===== src/design/ple_pkg.sv =====
// Shared types, codes and sizes for the positional list engine.
package ple_pkg;

   // Default list capacity and fixed field widths
   localparam int unsigned DEPTH_DEFAULT = 16;
   localparam int unsigned FUNC_W        = 3;
   localparam int unsigned POS_W         = 8;
   localparam int unsigned DATA_W        = 32;
   localparam int unsigned STATUS_W      = 2;
   localparam int unsigned LEN_W         = 5;

   // Operation codes carried in the func field
   localparam logic [FUNC_W-1:0] FUNC_INS_HEAD = 3'd0;
   localparam logic [FUNC_W-1:0] FUNC_INS_TAIL = 3'd1;
   localparam logic [FUNC_W-1:0] FUNC_INS_POS  = 3'd2;
   localparam logic [FUNC_W-1:0] FUNC_DELETE   = 3'd3;
   localparam logic [FUNC_W-1:0] FUNC_READ     = 3'd4;

   // Result status codes
   localparam logic [STATUS_W-1:0] STATUS_OK     = 2'd0;
   localparam logic [STATUS_W-1:0] STATUS_BADPOS = 2'd1;
   localparam logic [STATUS_W-1:0] STATUS_FULL   = 2'd2;

   // Request and response beats
   typedef struct packed {
      logic [FUNC_W-1:0]        func;
      logic signed [DATA_W-1:0] value;
      logic [POS_W-1:0]         position;
   } req_type;

   typedef struct packed {
      logic [STATUS_W-1:0]      status;
      logic signed [DATA_W-1:0] read_value;
      logic signed [DATA_W-1:0] head_value;
      logic signed [DATA_W-1:0] tail_value;
      logic [LEN_W-1:0]         length;
   } rsp_type;

   // Work class of a decoded request; failed requests become OP_NONE
   typedef enum logic [1:0] {
      OP_NONE,
      OP_INSERT,
      OP_DELETE,
      OP_READ
   } op_type;

   // Sequencer states
   typedef enum logic [3:0] {
      ST_IDLE,
      ST_DISPATCH,
      ST_SHIFT_RD,
      ST_SHIFT_WR,
      ST_PLACE,
      ST_COMMIT,
      ST_RD_ITEM,
      ST_RD_HEAD,
      ST_RD_TAIL,
      ST_RESP
   } state_type;

   // Commands from sequencer to datapath
   typedef struct packed {
      logic accept;
      logic shift_rd;
      logic shift_wr;
      logic place;
      logic commit_del;
      logic rd_pos;
      logic rd_head;
      logic rd_tail;
      logic cap_item;
      logic cap_head;
      logic load_rsp;
   } cmd_type;

   // Status from datapath to sequencer
   typedef struct packed {
      op_type op;
      logic   shift_done;
      logic   rsp_free;
   } sts_type;

endpackage


===== src/design/ple_ctrl.sv =====
// Sequencer for the positional list engine: steps each request through its phases.
module ple_ctrl (
   input  logic             clock,
   input  logic             reset,
   input  logic             req_valid,
   output logic             req_ready,
   input  ple_pkg::sts_type sts,
   output ple_pkg::cmd_type cmd
);
   import ple_pkg::*;

   state_type state_ff;
   state_type state_in;

   // Hold or advance the state
   always_ff @(posedge clock) begin
      if (reset) begin
         state_ff <= ST_IDLE;
      end else begin
         state_ff <= state_in;
      end
   end

   // Next state
   always_comb begin
      state_in = state_ff;
      unique case (state_ff)
         ST_IDLE: begin
            if (req_valid) state_in = ST_DISPATCH;
         end
         ST_DISPATCH: begin
            unique case (sts.op)
               OP_INSERT: state_in = ST_SHIFT_RD;
               OP_DELETE: state_in = ST_SHIFT_RD;
               OP_READ:   state_in = ST_RD_ITEM;
               default:   state_in = ST_RD_HEAD;
            endcase
         end
         ST_SHIFT_RD: begin
            if (!sts.shift_done) begin
               state_in = ST_SHIFT_WR;
            end else if (sts.op == OP_INSERT) begin
               state_in = ST_PLACE;
            end else begin
               state_in = ST_COMMIT;
            end
         end
         ST_SHIFT_WR: state_in = ST_SHIFT_RD;
         ST_PLACE:    state_in = ST_RD_HEAD;
         ST_COMMIT:   state_in = ST_RD_HEAD;
         ST_RD_ITEM:  state_in = ST_RD_HEAD;
         ST_RD_HEAD:  state_in = ST_RD_TAIL;
         ST_RD_TAIL:  state_in = ST_RESP;
         ST_RESP: begin
            if (sts.rsp_free) state_in = ST_IDLE;
         end
         default:     state_in = ST_IDLE;
      endcase
   end

   // Commands
   always_comb begin
      cmd       = '0;
      req_ready = 1'b0;
      unique case (state_ff)
         ST_IDLE: begin
            req_ready  = 1'b1;
            cmd.accept = req_valid;
         end
         ST_SHIFT_RD: cmd.shift_rd = !sts.shift_done;
         ST_SHIFT_WR: cmd.shift_wr = 1'b1;
         ST_PLACE:    cmd.place = 1'b1;
         ST_COMMIT:   cmd.commit_del = 1'b1;
         ST_RD_ITEM:  cmd.rd_pos = 1'b1;
         ST_RD_HEAD: begin
            cmd.rd_head  = 1'b1;
            cmd.cap_item = (sts.op == OP_READ);
         end
         ST_RD_TAIL: begin
            cmd.rd_tail  = 1'b1;
            cmd.cap_head = 1'b1;
         end
         ST_RESP:     cmd.load_rsp = sts.rsp_free;
         default: ;
      endcase
   end

endmodule


===== src/design/ple_dpath.sv =====
// Datapath for the positional list engine: entry memory, count, pointers and response register.
module ple_dpath #(
   parameter int unsigned DEPTH = ple_pkg::DEPTH_DEFAULT
) (
   input  logic             clock,
   input  logic             reset,
   input  ple_pkg::req_type req_data,
   input  ple_pkg::cmd_type cmd,
   output ple_pkg::sts_type sts,
   output ple_pkg::rsp_type rsp_data,
   output logic             rsp_valid,
   input  logic             rsp_ready
);
   import ple_pkg::*;

   localparam int unsigned CW   = $clog2(DEPTH + 1);
   localparam int unsigned AW   = $clog2(DEPTH);
   localparam int unsigned CMPW = (CW > POS_W) ? CW : POS_W;

   // Entry memory, one write and one registered read per cycle
   logic signed [DATA_W-1:0] mem [DEPTH];
   logic signed [DATA_W-1:0] rdata_ff;

   // Control registers
   logic [CW-1:0] count_ff;
   op_type        op_ff;
   logic          rsp_valid_ff;

   // Payload registers
   logic [STATUS_W-1:0]      status_ff;
   logic signed [DATA_W-1:0] value_ff;
   logic signed [DATA_W-1:0] rdv_ff;
   logic signed [DATA_W-1:0] head_ff;
   logic [CW-1:0]            idx_ff;
   logic [CW-1:0]            ptr_ff;
   rsp_type                  rsp_ff;

   // Decode of the incoming beat
   op_type              op_in;
   logic [STATUS_W-1:0] status_in;
   logic [CW-1:0]       idx_in;
   logic [CW-1:0]       ptr_in;
   logic [CMPW-1:0]     pos_ext;
   logic [CMPW-1:0]     cnt_ext;
   logic [CW-1:0]       pos_cw;
   logic                pos_ok;
   logic                full;

   // Memory port selection
   logic          rd_en;
   logic [CW-1:0] rd_addr;
   logic          wr_en;
   logic signed [DATA_W-1:0] wr_data;
   logic          shift_down;
   logic [CW-1:0] ptr_step;

   rsp_type rsp_in;

   assign pos_ext = CMPW'(req_data.position);
   assign cnt_ext = CMPW'(count_ff);
   assign pos_cw  = pos_ext[CW-1:0];
   assign pos_ok  = (pos_ext < cnt_ext);
   assign full    = (count_ff == CW'(DEPTH));

   // Classify the request and choose the starting pointer
   always_comb begin
      op_in     = OP_NONE;
      status_in = STATUS_OK;
      idx_in    = count_ff;
      ptr_in    = count_ff;
      unique case (req_data.func)
         FUNC_INS_HEAD, FUNC_INS_TAIL, FUNC_INS_POS: begin
            if (full) begin
               status_in = STATUS_FULL;
            end else begin
               op_in = OP_INSERT;
               if (req_data.func == FUNC_INS_HEAD) begin
                  idx_in = '0;
               end else if (req_data.func == FUNC_INS_POS && pos_ok) begin
                  idx_in = pos_cw;
               end
            end
         end
         FUNC_DELETE: begin
            ptr_in = pos_cw;
            if (pos_ok) op_in = OP_DELETE;
            else        status_in = STATUS_BADPOS;
         end
         FUNC_READ: begin
            ptr_in = pos_cw;
            if (pos_ok) op_in = OP_READ;
            else        status_in = STATUS_BADPOS;
         end
         default: ;
      endcase
   end

   // Insert opens a gap by moving entries towards the tail; delete closes one towards the head
   assign shift_down = (op_ff == OP_INSERT);
   assign ptr_step   = shift_down ? (ptr_ff - CW'(1)) : (ptr_ff + CW'(1));

   assign sts.op         = op_ff;
   assign sts.shift_done = shift_down ? (ptr_ff == idx_ff)
                                      : ((ptr_ff + CW'(1)) == count_ff);
   assign sts.rsp_free   = !rsp_valid_ff || rsp_ready;

   // Read address
   always_comb begin
      rd_en   = cmd.shift_rd || cmd.rd_pos || cmd.rd_head || cmd.rd_tail;
      rd_addr = ptr_ff;
      priority if (cmd.shift_rd) begin
         rd_addr = ptr_step;
      end else if (cmd.rd_head) begin
         rd_addr = '0;
      end else if (cmd.rd_tail) begin
         rd_addr = count_ff - CW'(1);
      end else begin
         rd_addr = ptr_ff;
      end
   end

   assign wr_en   = cmd.shift_wr || cmd.place;
   assign wr_data = cmd.shift_wr ? rdata_ff : value_ff;

   // Entry memory
   always_ff @(posedge clock) begin
      if (wr_en) mem[ptr_ff[AW-1:0]] <= wr_data;
      if (rd_en) rdata_ff <= mem[rd_addr[AW-1:0]];
   end

   // Control state
   always_ff @(posedge clock) begin
      if (reset) begin
         count_ff     <= '0;
         op_ff        <= OP_NONE;
         rsp_valid_ff <= 1'b0;
      end else begin
         if (cmd.accept) op_ff <= op_in;
         if (cmd.place) begin
            count_ff <= count_ff + CW'(1);
         end else if (cmd.commit_del) begin
            count_ff <= count_ff - CW'(1);
         end
         if (cmd.load_rsp) begin
            rsp_valid_ff <= 1'b1;
         end else if (rsp_ready) begin
            rsp_valid_ff <= 1'b0;
         end
      end
   end

   // Latch the request, step the pointer, capture read data
   always_ff @(posedge clock) begin
      if (cmd.accept) begin
         status_ff <= status_in;
         value_ff  <= req_data.value;
         idx_ff    <= idx_in;
         ptr_ff    <= ptr_in;
         rdv_ff    <= '0;
      end else begin
         if (cmd.shift_wr) ptr_ff <= ptr_step;
         if (cmd.cap_item) rdv_ff <= rdata_ff;
      end
      if (cmd.cap_head) head_ff <= rdata_ff;
      if (cmd.load_rsp) rsp_ff <= rsp_in;
   end

   // Assemble the response; the tail entry is still on the read port
   always_comb begin
      rsp_in.status     = status_ff;
      rsp_in.read_value = rdv_ff;
      rsp_in.head_value = (count_ff == '0) ? '0 : head_ff;
      rsp_in.tail_value = (count_ff == '0) ? '0 : rdata_ff;
      rsp_in.length     = LEN_W'(count_ff);
   end

   assign rsp_data  = rsp_ff;
   assign rsp_valid = rsp_valid_ff;

   // Checks
   a_count_bound: assert property (@(posedge clock) disable iff (reset)
      count_ff <= CW'(DEPTH))
      else $error("list count above capacity");

   a_place_grows: assert property (@(posedge clock) disable iff (reset)
      cmd.place |=> count_ff == $past(count_ff) + CW'(1))
      else $error("insert did not grow the list");

   a_err_no_work: assert property (@(posedge clock) disable iff (reset)
      (cmd.shift_rd || cmd.place || cmd.commit_del) |-> status_ff == STATUS_OK)
      else $error("list changed on a failed request");

   a_load_free: assert property (@(posedge clock) disable iff (reset)
      cmd.load_rsp |-> (!rsp_valid_ff || rsp_ready))
      else $error("response overwritten before it was taken");

endmodule


===== src/design/positional_list_engine_top.sv =====
// Top level of the positional list engine: sequencer plus datapath.
// Ordered list of up to DEPTH signed 32-bit values kept packed from the head in a
// single-port-write entry memory. One request is taken at a time and each yields one
// response beat. An insert moves length - index entries and a delete moves
// length - 1 - position entries; a read, a failed or an unused request moves none.
// Every moved entry costs one read and one write of the entry memory, and head
// and tail are read back from it before the response is formed. A new request is taken
// once the previous response is in the output register, even if it has not been drained.
module positional_list_engine_top #(
   parameter int unsigned DEPTH = ple_pkg::DEPTH_DEFAULT
) (
   input  logic             clock,
   input  logic             reset,
   input  logic             req_valid,
   output logic             req_ready,
   input  ple_pkg::req_type req_data,
   output logic             rsp_valid,
   input  logic             rsp_ready,
   output ple_pkg::rsp_type rsp_data
);
   import ple_pkg::*;

   cmd_type cmd;
   sts_type sts;

   ple_ctrl u_ctrl (
      .clock     (clock),
      .reset     (reset),
      .req_valid (req_valid),
      .req_ready (req_ready),
      .sts       (sts),
      .cmd       (cmd)
   );

   ple_dpath #(
      .DEPTH (DEPTH)
   ) u_dpath (
      .clock     (clock),
      .reset     (reset),
      .req_data  (req_data),
      .cmd       (cmd),
      .sts       (sts),
      .rsp_data  (rsp_data),
      .rsp_valid (rsp_valid),
      .rsp_ready (rsp_ready)
   );

endmodule


===== config.mk =====
export PLATFORM = sky130hd
export DESIGN_NAME = positional_list_engine_top
export DESIGN_NICKNAME = d
export VERILOG_FILES = /design/src/design/ple_pkg.sv /design/src/design/ple_ctrl.sv /design/src/design/ple_dpath.sv /design/src/design/positional_list_engine_top.sv
export SDC_FILE = /design/constraint.sdc
export NUM_CORES = 1
export LEC_CHECK = 0
export BUFFER_PORTS_ARGS = -buffer_cell sky130_fd_sc_hd__buf_2
export CORE_MARGIN = 2
export CORE_UTILIZATION = 50
export DETAILED_ROUTE_END_ITERATION = 6
export GPL_ROUTABILITY_DRIVEN = 0
export PLACE_DENSITY = 0.7
export SYNTH_ARGS = -nofsm -noshare
export SYNTH_HDL_FRONTEND = slang
export SYNTH_SLANG_ARGS = --single-unit

===== constraint.sdc =====
create_clock -name clock -period 6.4 [get_ports clock]
set_input_delay 0.96 -clock clock [delete_from_list [all_inputs] [get_ports clock]]
set_output_delay 0.96 -clock clock [all_outputs]
set_load 0.01 [all_outputs]

* Word level (Yosys, flattened, before mapping) *
Memories as Yosys holds them, arrays and structs flattened. A register that Yosys moved wholly into a read port is not among the register bits.
Cells that the tools add are included.

operators by class
  add/sub/neg operators = 4
  multipliers = 0
  divide/modulo/power cells = 0
  order comparisons = 1
  equality and inequality tests = 21
  shifts and indexed selects = 0
  muxes and demuxes = 43
  bitwise operators = 0
  reductions and logical operators = 19

operators by type and width
  cell                   number
  $mux W5                10
  $mux W32               1
  $pmux W4 S8            1
  $mux W4                6
  $mux W1                19
  $eq A4 B3 Y1 const B   4
  $add A5 B1 Y5 const B  2
  $eq A5 B5 Y1           2
  $sub A5 B1 Y5 const B  2
  $eq A4 B2 Y1 const B   2
  $eq A4 B4 Y1 const B   2
  $lt A8 B5 Y1           1
  $eq A3 B2 Y1 const B   2
  $mux W2                3
  $pmux W2 S3            1
  $pmux W3 S2            1
  $reduce_bool A2 Y1     3
  $reduce_or A3 Y1       2
  $eq A5 B5 Y1 const B   1
  $logic_not A5 Y1       1
  $logic_or A1 B1 Y1     5
  $eq A2 B2 Y1 const B   2
  $eq A4 B1 Y1 const B   1
  $logic_not A4 Y1       1
  11 further kinds       13

storage, ports and cells
  bits in registers = 223
  bits in latches = 0
  RAM bits = 512
  memory bits (read-only) = 0
  input bits = 47
  logic and storage cells = 104
  memories = 1

memories
  name         depth  width  read ports  clocked after memory_dff  wr ports  RTL line         source
  u_dpath.mem  16     32     1           1                         1         ple_dpath.sv:21  logic signed [DATA_W-1:0] mem [DEPTH];

* Depth between registers and ports, before layout *
Gate-level depths: netlist of the first run.

  depth in word-level cells = 8
  depth in mapped cells = 13
  depth with buffers taken out = 10

* Cells and area by module *
A second synthesis of the first run with hierarchy kept.

second synthesis, totals
  cells, all modules = 1760
  area, all modules = 30255.3 µm²

by module, submodules not included
  module     instances  cells an instance  area each (µm²)  seq. area each (µm²)
  ple_dpath  1          1709               29868.6          22511.6
  ple_ctrl   1          51                 386.6            80.1

* Worst setup path before layout of the first run *
Ideal clock, no wire load.

  path kind = register -> register
  from = reg u_ctrl.state_ff[0]
  to = reg u_dpath.rsp_ff (netlist bit u_dpath.rsp_data[0]) (enable)
  arrival = 5378 ps
  path slack = 456 ps
  cell stages (with the launch flop) = 6
  path through = dfxtp_1 -> buf_6 -> clkbuf_1 -> buf_1 -> nand2_1 -> nor2_1

RTL lines
  item                    RTL line          source
  from (decl)             ple_ctrl.sv:12    state_type state_ff;
  from (signal assigned)  ple_ctrl.sv:20    state_ff <= state_in;
  to (signal assigned)    ple_dpath.sv:165  if (cmd.load_rsp) rsp_ff <= rsp_in;
  to (decl)               ple_dpath.sv:36   rsp_type rsp_ff;

* Worst setup path in the final report of the first run *
  from = reg u_dpath.ptr_ff[0]
  to = reg u_dpath.rdata_ff[7], read port of u_dpath.mem (data pin)

between the ends
  longest elaborated chain between the ends = 8

ends and longest elaborated chain
  item                              RTL line                            source
  from (decl)                       ple_dpath.sv:35                     logic [CW-1:0] ptr_ff;
  from (signal assigned)            ple_dpath.sv:158                    ptr_ff <= ptr_in;
  from (signal assigned)            ple_dpath.sv:161                    if (cmd.shift_wr) ptr_ff <= ptr_step;
  $add A5 B1 Y5                     ple_dpath.sv:100, ple_dpath.sv:104
  $eq A5 B5 Y1                      ple_dpath.sv:104                    : ((ptr_ff + CW'(1)) == count_ff);
  $mux W1                           ple_dpath.sv:103                    assign sts.shift_done = shift_down ? (ptr_ff == idx_ff)
  $logic_not A1 Y1                  -
  $mux W1                           ple_ctrl.sv:65                      unique case (state_ff)
  $logic_or A1 B1 Y1 (3 in series)  ple_dpath.sv:109                    rd_en = cmd.shift_rd || cmd.rd_pos || cmd.rd_head || cmd.rd_tail;
  to (decl)                         ple_dpath.sv:22                     logic signed [DATA_W-1:0] rdata_ff;

Parallel ways exist; a longest one is shown, timed or not.
A chain may end at the register's enable or synchronous reset.

==> results.ini, run 1 <==
[outcome]
outcome = finished clean

[drt]
dr.pass1.iters = 7
drc_errors = 0
viasPerCell = 6.15
vias = 19400
drt_wl_total_mm = 76.3
ant_nets = 0
wl_per_cell_microns = 24.1
initialDrtViolationCount = 2014

[critical_path]
r2r-end = u_dpath.rdata_ff[7]
crit_required_ns = 6.76
crit_type = reg2reg
cp.arrival_ns = 5.16
reg2regPathDepth = 12
critPathMaxFanout = 40
r2r_slack_ns = 1.60
critPathCaptureType = flip-flop
start_kind = flip-flop
r2r_start = u_dpath.ptr_ff[0]

[placed_design]
place_worst_setup_slack_ns = 1.71
io_buffers = 151
hpwl_mm = 44.0

[pwr]
max-vdd-ir-drop_mv = 0.257
cellPowerDensity_mw_per_mm2 = 394
p_leak_nw = 12.4
total_power_mw = 14.2

[layout]
antenna_cells = 0
multi_input_area_sq_mm = 0.00857
areaGrowthSynthToFinish_pct = 13.3
final_common_cell = edfxtp_1
drive_above_1_share = 0.183
fillCellCount = 4799
final_cell_mix = 723 x edfxtp_1, 184 x nand2_1, 178 x mux2i_1
post-route-util = 0.572
seqCellArea_sq_mm = 0.0226
finish.net_count = 2315

[cts]
cts_setup_buffers = 0
cts_tree = yes
cts_hold_buf = 0
cts_buffer_depth = 3
post_cts_resized = 0
clk_pin_slew_ns = 0.06
clock-sinks = 767
htreeDepth = 3
clock-root-buffer = clkbuf_16
insertion_delay_ns = 0.62
cts_made_buffers = 78

[grt]
grt_pass1_vias = 19500
grtUsageMet3 = 0.0473
grt_max_degree = 72
grtUsageMet2 = 0.379
antenna_found_initial = 2
grt_pass1_wl_mm = 116
grt-ovfl-total = 0
grt_use_total = 0.230
top_usage_layer = met2
grtUsageMet1 = 0.301

[floorplan]
initial_core_util = 0.505
die_width_microns = 256
row_count = 92
pin_count = 152
die_y_microns = 256
dieArea_sq_mm = 0.0656
core_sq_mm = 0.0630

[synthesis]
ys_ff_latch = 767
synth_cell_type_count = 75
synth_area_sq_mm = 0.0318
yosysSeqAreaShare = 0.711
yosysWarnings = 0
synth-edff-count = 723
syn-num-nets = 2199
postSynthCellCount = 2138
syn_avg_cell_area_sq_um = 14.9
async_reset_ff_frac = 0
synth-main-ff-cell = edfxtp_1

[job]
drv_cap = 0

[timing]
fin_crit_ns = 4.80
skew_ns = 0.0209
fin_ws_ns = 1.60
rsz0062_at_grt = false
hold_violations = 0
finalSetupViolCount = 0
relSlewSlack = 0.202
period_share = 0.750
max_freq_mhz = 208
setup_tns_ns = 0
worst_pin_slew_ns = 1.20
finalMaxSlewViolations = 0

[worst_hold_path]
hold_path.class = reg2reg
whs_endpoint = u_dpath.rsp_data[102]
holdPathStages = 0
min_from = u_dpath.status_ff[1]

==> layout make-up <==
cell class              count  area share
multi-input cells        1194       0.238
clock buffers              98      0.0592
repair buffers            198      0.0315
well taps                 846      0.0294
flip-flops and latches    767       0.627
clock inverters            43      0.0130
inverters                  15     0.00163
==> Yosys cell counts (13+ instances only) <==
master	count	area [sq um]
clkbuf_1	77	289
buf_2	53	265
o21ai_0	69	345
or3_1	28	175
a22oi_1	94	706
dfxtp_1	44	881
xnor2_1	19	166
edfxtp_1	723	21700
nand3_1	59	295
a21oi_1	47	235
inv_1	13	48.8
nand3_2	14	140
nor2_1	39	146
nor3_1	87	435
o22ai_1	58	363
mux2_2	42	473
o221ai_1	32	280
ha_1	14	175
nand2_1	185	694
a311o_1	61	611
mux2i_1	178	1780
nor2b_1	67	419
==> worst max-delay path by stage <==
stage | startpoint | to | slack [ns]
after CTS | u_dpath.ptr_ff[0] | u_dpath.rdata_ff[13] | 1.68
final | u_dpath.ptr_ff[0] | u_dpath.rdata_ff[7] | 1.60
after global routing | u_dpath.ptr_ff[0] | u_dpath.rdata_ff[7] | 1.43
after global placement | u_dpath.ptr_ff[0] | u_dpath.rdata_ff[16] | 1.86
after detailed placement | u_dpath.ptr_ff[0] | u_dpath.rdata_ff[13] | 1.71
after floorplan | u_ctrl.state_ff[0] | u_dpath.rsp_data[0] | 0.46
==> state kept, by name, summed over array words and instances (netlist names), 4 cells and up <==
signal,cells
u_dpath.rsp_data,103
u_dpath.ptr_ff,5
u_ctrl.state_ff,4
u_dpath.value_ff,32
u_dpath.rdata_ff,32
u_dpath.idx_ff,5
u_dpath.count_ff,5
u_dpath.rdv_ff,32
u_dpath.head_ff,32
u_dpath.mem,512
==> layer usage <==
metal  vias up  share of wire  wire length, microns
met4         0          0.032                  2440
met2       981           0.48                 36900
met5         -              0                     0
met1      9662           0.39                 30100
met3       208          0.090                  6890
li1       8591              -                     -
==> where the power goes <==
part           switching (mW)  leakage, nW  internal, mW  total [mW]
sequential              0.319         6.91          6.04        6.35
combinational            2.10         4.18          1.15        3.25
clock                    1.86         1.28          2.73        4.59
==> cells by family after synthesis <==
| kind of cell | after synthesis | share of synthesized area |
|---|---|---|
| AO/OA/AOI/OAI | 424 | 0.0980 |
| XOR/XNOR | 24 | 0.00661 |
| adder cells (fa/ha/maj) | 14 | 0.00551 |
| buffers and inverters | 177 | 0.0272 |
| flip-flops | 767 | 0.711 |
| multiplexers | 221 | 0.0713 |
| AND/OR/NAND/NOR | 511 | 0.0804 |
==> critical path, stage by stage, from the launching register on <==
cell and delay (ns):
edfxtp_1 0.65, inv_1 0.21, ha_1 0.47, xor2_1 0.19
nor3_1 0.38, o211a_2 0.32, buf_4 0.43, nor2_4 0.28
buf_4 0.41, a311o_1 0.37, a22oi_1 0.26, o221ai_1 0.18
or3_1 0.38
==> through the flow <==
| step | area (sq um) | hold slack (ns) | std cells |
|---|---|---|---|
| 4_1_cts | 36000 | 0.422 | 3161 |
| 6_report | 36000 | 0.423 | 3161 |
| 5_1_grt | 36000 | 0.425 | 3161 |
| 2_1_floorplan | 31800 | 0.400 | 2138 |
| 3_5_place_dp | 33400 | 0.406 | 3020 |
| 3_3_place_gp | 33400 | 0.403 | 3020 |
No activity file was read; power rests on OpenSTA's default activity.
==> run 2, diff against run 1 <==
Settings changed: PLACE_DENSITY 0.7 to 0.67.
Clock period 6.4 ns to 4.6 ns, I/O delays scaled along.
==> run 2 against run 1 <==
Effect of this change: die area stayed put; maximum frequency is 20% higher; sequential power is 39% higher; power is 40% higher; count of clock-buffer cells in the layout is 3 higher; first-iteration DRC count is 9.5% lower; cell count is 0.85% higher; routed wire length is 1.9% higher; core utilization is 0.34 points higher; the flow now finishes with violations (design-rule violations); clock skew is 0.0043 ns higher; sequential cell count stayed put; non-clock buffer count is 23 higher; highest routed layer unchanged.
==> results.ini, run 2 (same netlist as run 1, synthesis figures left out) <==
[outcome]
outcome = finished, violations left
violations = design-rule violations

[critical_path]
path_buf_inv = 3  ; unchanged
cp.arrival_ns = 4.37  ; -0.79 ns
critPathCaptureType = flip-flop
cp_num_cells = 12  ; unchanged
crit_required_ns = 4.97  ; -1.79 ns
path_cells = inv_1, ha_1, xor2_1, nor3_1, o211a_2, buf_4, buf_4, nor3_1, a311o_1, a22oi_1, o221ai_1, or3_1
crit_type = reg2reg
r2r-end = u_dpath.rdata_ff[7]
reg2regPathDepth = 12  ; unchanged
r2r_slack_ns = 0.61  ; -0.99 ns
max_stage_delay_ns = 0.39  ; -0.26 ns
cp_top_family = compound AO/OA/AOI/OAI gates
critPathMaxFanout = 26  ; -35%
crit_path_top_delay_cell = or3_1
r2r_start = u_dpath.ptr_ff[0]
start_kind = flip-flop

[worst_hold_path]
min_from = req_data[19]
hold_path.class = in2reg
holdPathStages = 1  ; +1
whs_endpoint = u_dpath.value_ff[11]

[timing]
max_freq_mhz = 250  ; +20%
finalMaxSlewViolations = 0  ; unchanged
fin_crit_ns = 3.99  ; -0.808 ns
skew_ns = 0.0253  ; +0.00433 ns
worst_pin_slew_ns = 1.01  ; -0.191 ns
hold_violations = 0  ; unchanged
finalSetupViolCount = 0  ; unchanged
relSlewSlack = 0.329  ; +0.127
period_share = 0.868  ; +0.118
setup_tns_ns = 0  ; unchanged
rsz0062_at_grt = false

[floorplan]
pin_count = 152  ; unchanged
die_width_microns = 256  ; unchanged
row_count = 92  ; unchanged
initial_core_util = 0.505  ; unchanged
core_sq_mm = 0.0630  ; unchanged
dieArea_sq_mm = 0.0656  ; unchanged
die_y_microns = 256  ; unchanged

[layout]
fillCellCount = 4823  ; +0.50%
areaGrowthSynthToFinish_pct = 14.0
largest_register_ffs = 512  ; unchanged
finish.net_count = 2339  ; +1.0%
antenna_cells = 0  ; unchanged
fin_area_sq_mm = 0.0362  ; +0.59%
drive_above_1_share = 0.187  ; +0.00387
finalNonFillerCells = 3188  ; +0.85%
final_common_cell = edfxtp_1
final_cell_mix = 723 x edfxtp_1, 185 x nand2_1, 178 x mux2i_1

[drt]
wl_per_cell_microns = 24.4  ; +1.0%
initialDrtViolationCount = 1823  ; -9.5%
drt_wl_total_mm = 77.8  ; +1.9%
drc_errors = 3  ; +3
viasPerCell = 6.11  ; -0.72%
vias = 19500  ; +0.13%
ant_nets = 0  ; unchanged
dr.pass1.iters = 7  ; unchanged

[pwr]
max-vdd-ir-drop_mv = 0.342  ; +33%
p_leak_nw = 12.5  ; +0.72%
cellPowerDensity_mw_per_mm2 = 548  ; +39%

[grt]
grt_pass1_vias = 19300  ; -0.62%
grt_max_degree = 67  ; -6.9%
grt-ovfl-total = 0  ; unchanged
grt_use_total = 0.234  ; +0.00404
antenna_found_initial = 4  ; +2
grt_pass1_wl_mm = 117  ; +1.6%

[placed_design]
io_buffers = 151  ; unchanged
dpl_cell_area_sq_mm = 0.0336  ; +0.62%
hpwl_mm = 46.1  ; +4.7%
numPlacedInstances = 3043  ; +0.76%

[cts]
cts_tree = yes
cts_made_buffers = 79  ; +1.3%
insertion_delay_ns = 0.65  ; +0.03 ns
clk_pin_slew_ns = 0.06  ; about the same
post_cts_resized = 0  ; unchanged
clock-sinks = 767  ; unchanged
cts_hold_buf = 0  ; unchanged
cts_setup_buffers = 0  ; unchanged
clock-root-buffer = clkbuf_16
cts_buffer_depth = 3  ; unchanged
htreeDepth = 3  ; unchanged

[job]
drv_cap = 0  ; unchanged

## run 2: changes by cell type in the layout (fill, tap and decap cells not counted), moves of 3 or more
cell / delta
buf_12: +3
clkbuf_1: +4
clkinv_2: -10
clkinv_1: +8
buf_4: +20
clkinvlp_4: +3
## run 2: cell type report
cell class,instances,area (sq um),share of cell area
sequential,767,22600,0.624
multi-input combinational,1194,8570,0.237
clock buffer,101,2110,0.0582
timing repair buffer,221,1340,0.0371
tap,846,1060,0.0292
clock inverter,44,493,0.0136
inverter,15,58.8,0.00162
## run 2: per-layer routing
metal | track usage | part of all wire
met5 | 0 | 0
met4 | 0.0789 | 0.024
met3 | 0.0406 | 0.081
met2 | 0.379 | 0.48
met1 | 0.321 | 0.41
## run 2: worst max path at each step
stage | from | end | slack, ns
after global routing | u_dpath.ptr_ff[0] | u_dpath.rdata_ff[7] | 0.39
after global placement | u_dpath.ptr_ff[0] | u_dpath.rdata_ff[14] | 0.70
after detailed placement | u_dpath.ptr_ff[0] | u_dpath.rdata_ff[9] | 0.64
final | u_dpath.ptr_ff[0] | u_dpath.rdata_ff[7] | 0.61
after floorplan | u_ctrl.state_ff[0] | u_dpath.rsp_data[0] | 0.38
after CTS | u_dpath.ptr_ff[0] | u_dpath.rdata_ff[9] | 0.64
## run 2: power breakdown
group	switching [mW]	internal (mW)	leakage (nW)
clock	2.70	3.68	1.25
sequential	0.413	8.40	6.91
combinational	2.98	1.67	4.31
total	6.10	13.7	12.5
## run 2: stage by stage
stage,power [mW],hold WS (ns),setup slack [ns],util
floorplan,12.0,0.400,0.376,-
global placement,13.4,0.407,0.703,0.534
detailed placement,13.5,0.412,0.643,0.534
CTS,19.9,0.188,0.638,0.575
global route,20.6,0.208,0.387,0.575
finish,19.8,0.218,0.606,0.575
==> run 3, diff against run 2 <==
Settings changed: SKIP_CTS_REPAIR_TIMING from default to 1.
Clock period 4.6 ns to 5.07 ns, I/O delays scaled along.
==> run 3 against run 2 <==
Effect of this change: the run now ends clean; first-iteration DRC count increased by 16%; critical path depth shrank 1; register-to-register slack gained 0.04 ns; sequential cell count unchanged; design area is 0.37% lower; sequential share of layout area increased by 0.23 points.
==> results.ini, run 3 (same netlist as run 1, synthesis figures left out) <==
[timing]
max_freq_mhz = 226  ; -9.8%
period_share = 0.873  ; +0.00468
setup_tns_ns = 0  ; unchanged
relSlewSlack = 0.158  ; -0.171
rsz0062_at_grt = false
finalMaxSlewViolations = 0  ; unchanged
hold_violations = 0  ; unchanged
finalSetupViolCount = 0  ; unchanged
fin_crit_ns = 4.43  ; +0.432 ns
skew_ns = 0.0123  ; -0.0129 ns
worst_pin_slew_ns = 1.26  ; +0.257 ns

[floorplan]
row_count = 92  ; unchanged
core_sq_mm = 0.0630  ; unchanged
die_width_microns = 256  ; unchanged
initial_core_util = 0.505  ; unchanged
pin_count = 152  ; unchanged
die_y_microns = 256  ; unchanged
dieArea_sq_mm = 0.0656  ; unchanged

[grt]
grt_pass1_wl_mm = 117  ; -0.44%
grt-ovfl-total = 0  ; unchanged
grt_use_total = 0.234  ; about the same
antenna_found_initial = 3  ; -1
grt_max_degree = 104  ; +55%
grt_pass1_vias = 19200  ; -0.58%

[layout]
fillCellCount = 4826  ; +0.062%
finish.net_count = 2322  ; -0.73%
final_cell_mix = 723 x edfxtp_1, 185 x nand2_1, 178 x mux2i_1
largest_register_ffs = 512  ; unchanged
areaGrowthSynthToFinish_pct = 13.6
final_common_cell = edfxtp_1
finalNonFillerCells = 3167  ; -0.66%
drive_above_1_share = 0.184  ; -0.00254

[drt]
ant_nets = 0  ; unchanged
dr.pass1.iters = 6  ; -1
initialDrtViolationCount = 2118  ; +16%
wl_per_cell_microns = 24.7  ; +1.1%
drt_wl_total_mm = 78.1  ; +0.40%
viasPerCell = 6.15  ; +0.72%
vias = 19500  ; +0.057%
drc_errors = 0  ; -3

[placed_design]
numPlacedInstances = 3031  ; -0.39%
hpwl_mm = 44.1  ; -4.4%
io_buffers = 151  ; unchanged

[critical_path]
crit_type = reg2reg
start_kind = flip-flop
critPathCaptureType = flip-flop
crit_required_ns = 5.44  ; +0.47 ns
crit_top_cell = nor3_1
path_buf_inv = 2  ; -1
path_cells = buf_4, inv_1, ha_1, xor2_1, nor3_1, o211a_2, nor3_1, a21o_4, mux2i_1, o22ai_1, or3_1
cp_top_family = compound AO/OA/AOI/OAI gates
r2r_slack_ns = 0.64  ; +0.04 ns
max_stage_delay_ns = 0.72  ; +0.33 ns
cp.arrival_ns = 4.80  ; +0.43 ns
cp-startpoint = u_dpath.ptr_ff[0]
r2r_start = u_dpath.ptr_ff[0]
critPathMaxFanout = 65  ; +150%
crit_path_top_delay_cell = o211a_2

[job]
drv_cap = 0  ; unchanged

[cts]
cts_made_buffers = 74  ; -6.3%
cts_tree = yes
clock-sinks = 767  ; unchanged
clock-root-buffer = clkbuf_16
clk_pin_slew_ns = 0.06  ; about the same
insertion_delay_ns = 0.63  ; -0.02 ns
htreeDepth = 3  ; unchanged
cts_buffer_depth = 3  ; unchanged

[pwr]
max-vdd-ir-drop_mv = 0.361  ; +5.4%
cellPowerDensity_mw_per_mm2 = 493  ; -10%
p_leak_nw = 12.4  ; -0.68%
total_power_mw = 17.8  ; -10%

[worst_hold_path]
min_from = req_data[19]
hold_path.class = in2reg

[outcome]
outcome = finished clean

## run 3: cell types whose count changed in the layout (fill, tap and decap cells not counted), sizes merged
cell	before	now
clkinv	31	33
buf	221	209
clkinvlp	5	4
inv	16	17
clkbuf	101	88
bufinv	7	8
diode	0	1
## run 3: worst paths after layout
check,end,cells after the start
worst max-delay path,u_dpath.rdata_ff[2],11
worst min-delay path,u_dpath.value_ff[11],1
worst max register to register,u_dpath.rdata_ff[2],11
worst min register to register,u_dpath.rsp_data[101],0
## run 3: stage by stage
step            util  setup WS (ns)  hold WS, ns  area, sq um
2_1_floorplan      -          0.262        0.400        31800
3_3_place_gp   0.534          0.740        0.406        33600
3_5_place_dp   0.534          0.585        0.407        33600
4_1_cts        0.573          0.554        0.275        36100
5_1_grt        0.573          0.303        0.284        36100
6_report       0.573          0.645        0.305        36100
## run 3: report_power, final
group | internal [mW] | switching [mW]
Clock | 3.19 | 2.37
Sequential | 7.62 | 0.376
Combinational | 1.52 | 2.71
## run 3: final cells by class
class	instances	area, sq um	share of cell area
Sequential cell	767	22600	0.626
Multi-Input combinational cell	1194	8570	0.237
Clock buffer	88	1940	0.0539
Timing Repair Buffer	209	1350	0.0375
Tap cell	846	1060	0.0293
Clock inverter	47	513	0.0142
Inverter	15	58.8	0.00163
Antenna cell	1	2.50	0.0000693
## run 3: worst reg2reg max path, stage by stage, from the launching register on
cell      delay [ns]
edfxtp_1        0.32
buf_4           0.20
inv_1           0.13
ha_1            0.44
xor2_1          0.19
nor3_1          0.35
o211a_2         0.72
nor3_1          0.22
a21o_4          0.48
mux2i_1         0.61
o22ai_1         0.17
or3_1           0.34
## run 3: per-layer routing
layer | routed length, microns | vias up | global-route usage
li1 | - | 8608 | -
met1 | 31200 | 9671 | 0.311
met2 | 37300 | 1050 | 0.381
met3 | 7680 | 149 | 0.0497
met4 | 1990 | 0 | 0.0835
met5 | 0 | - | 0
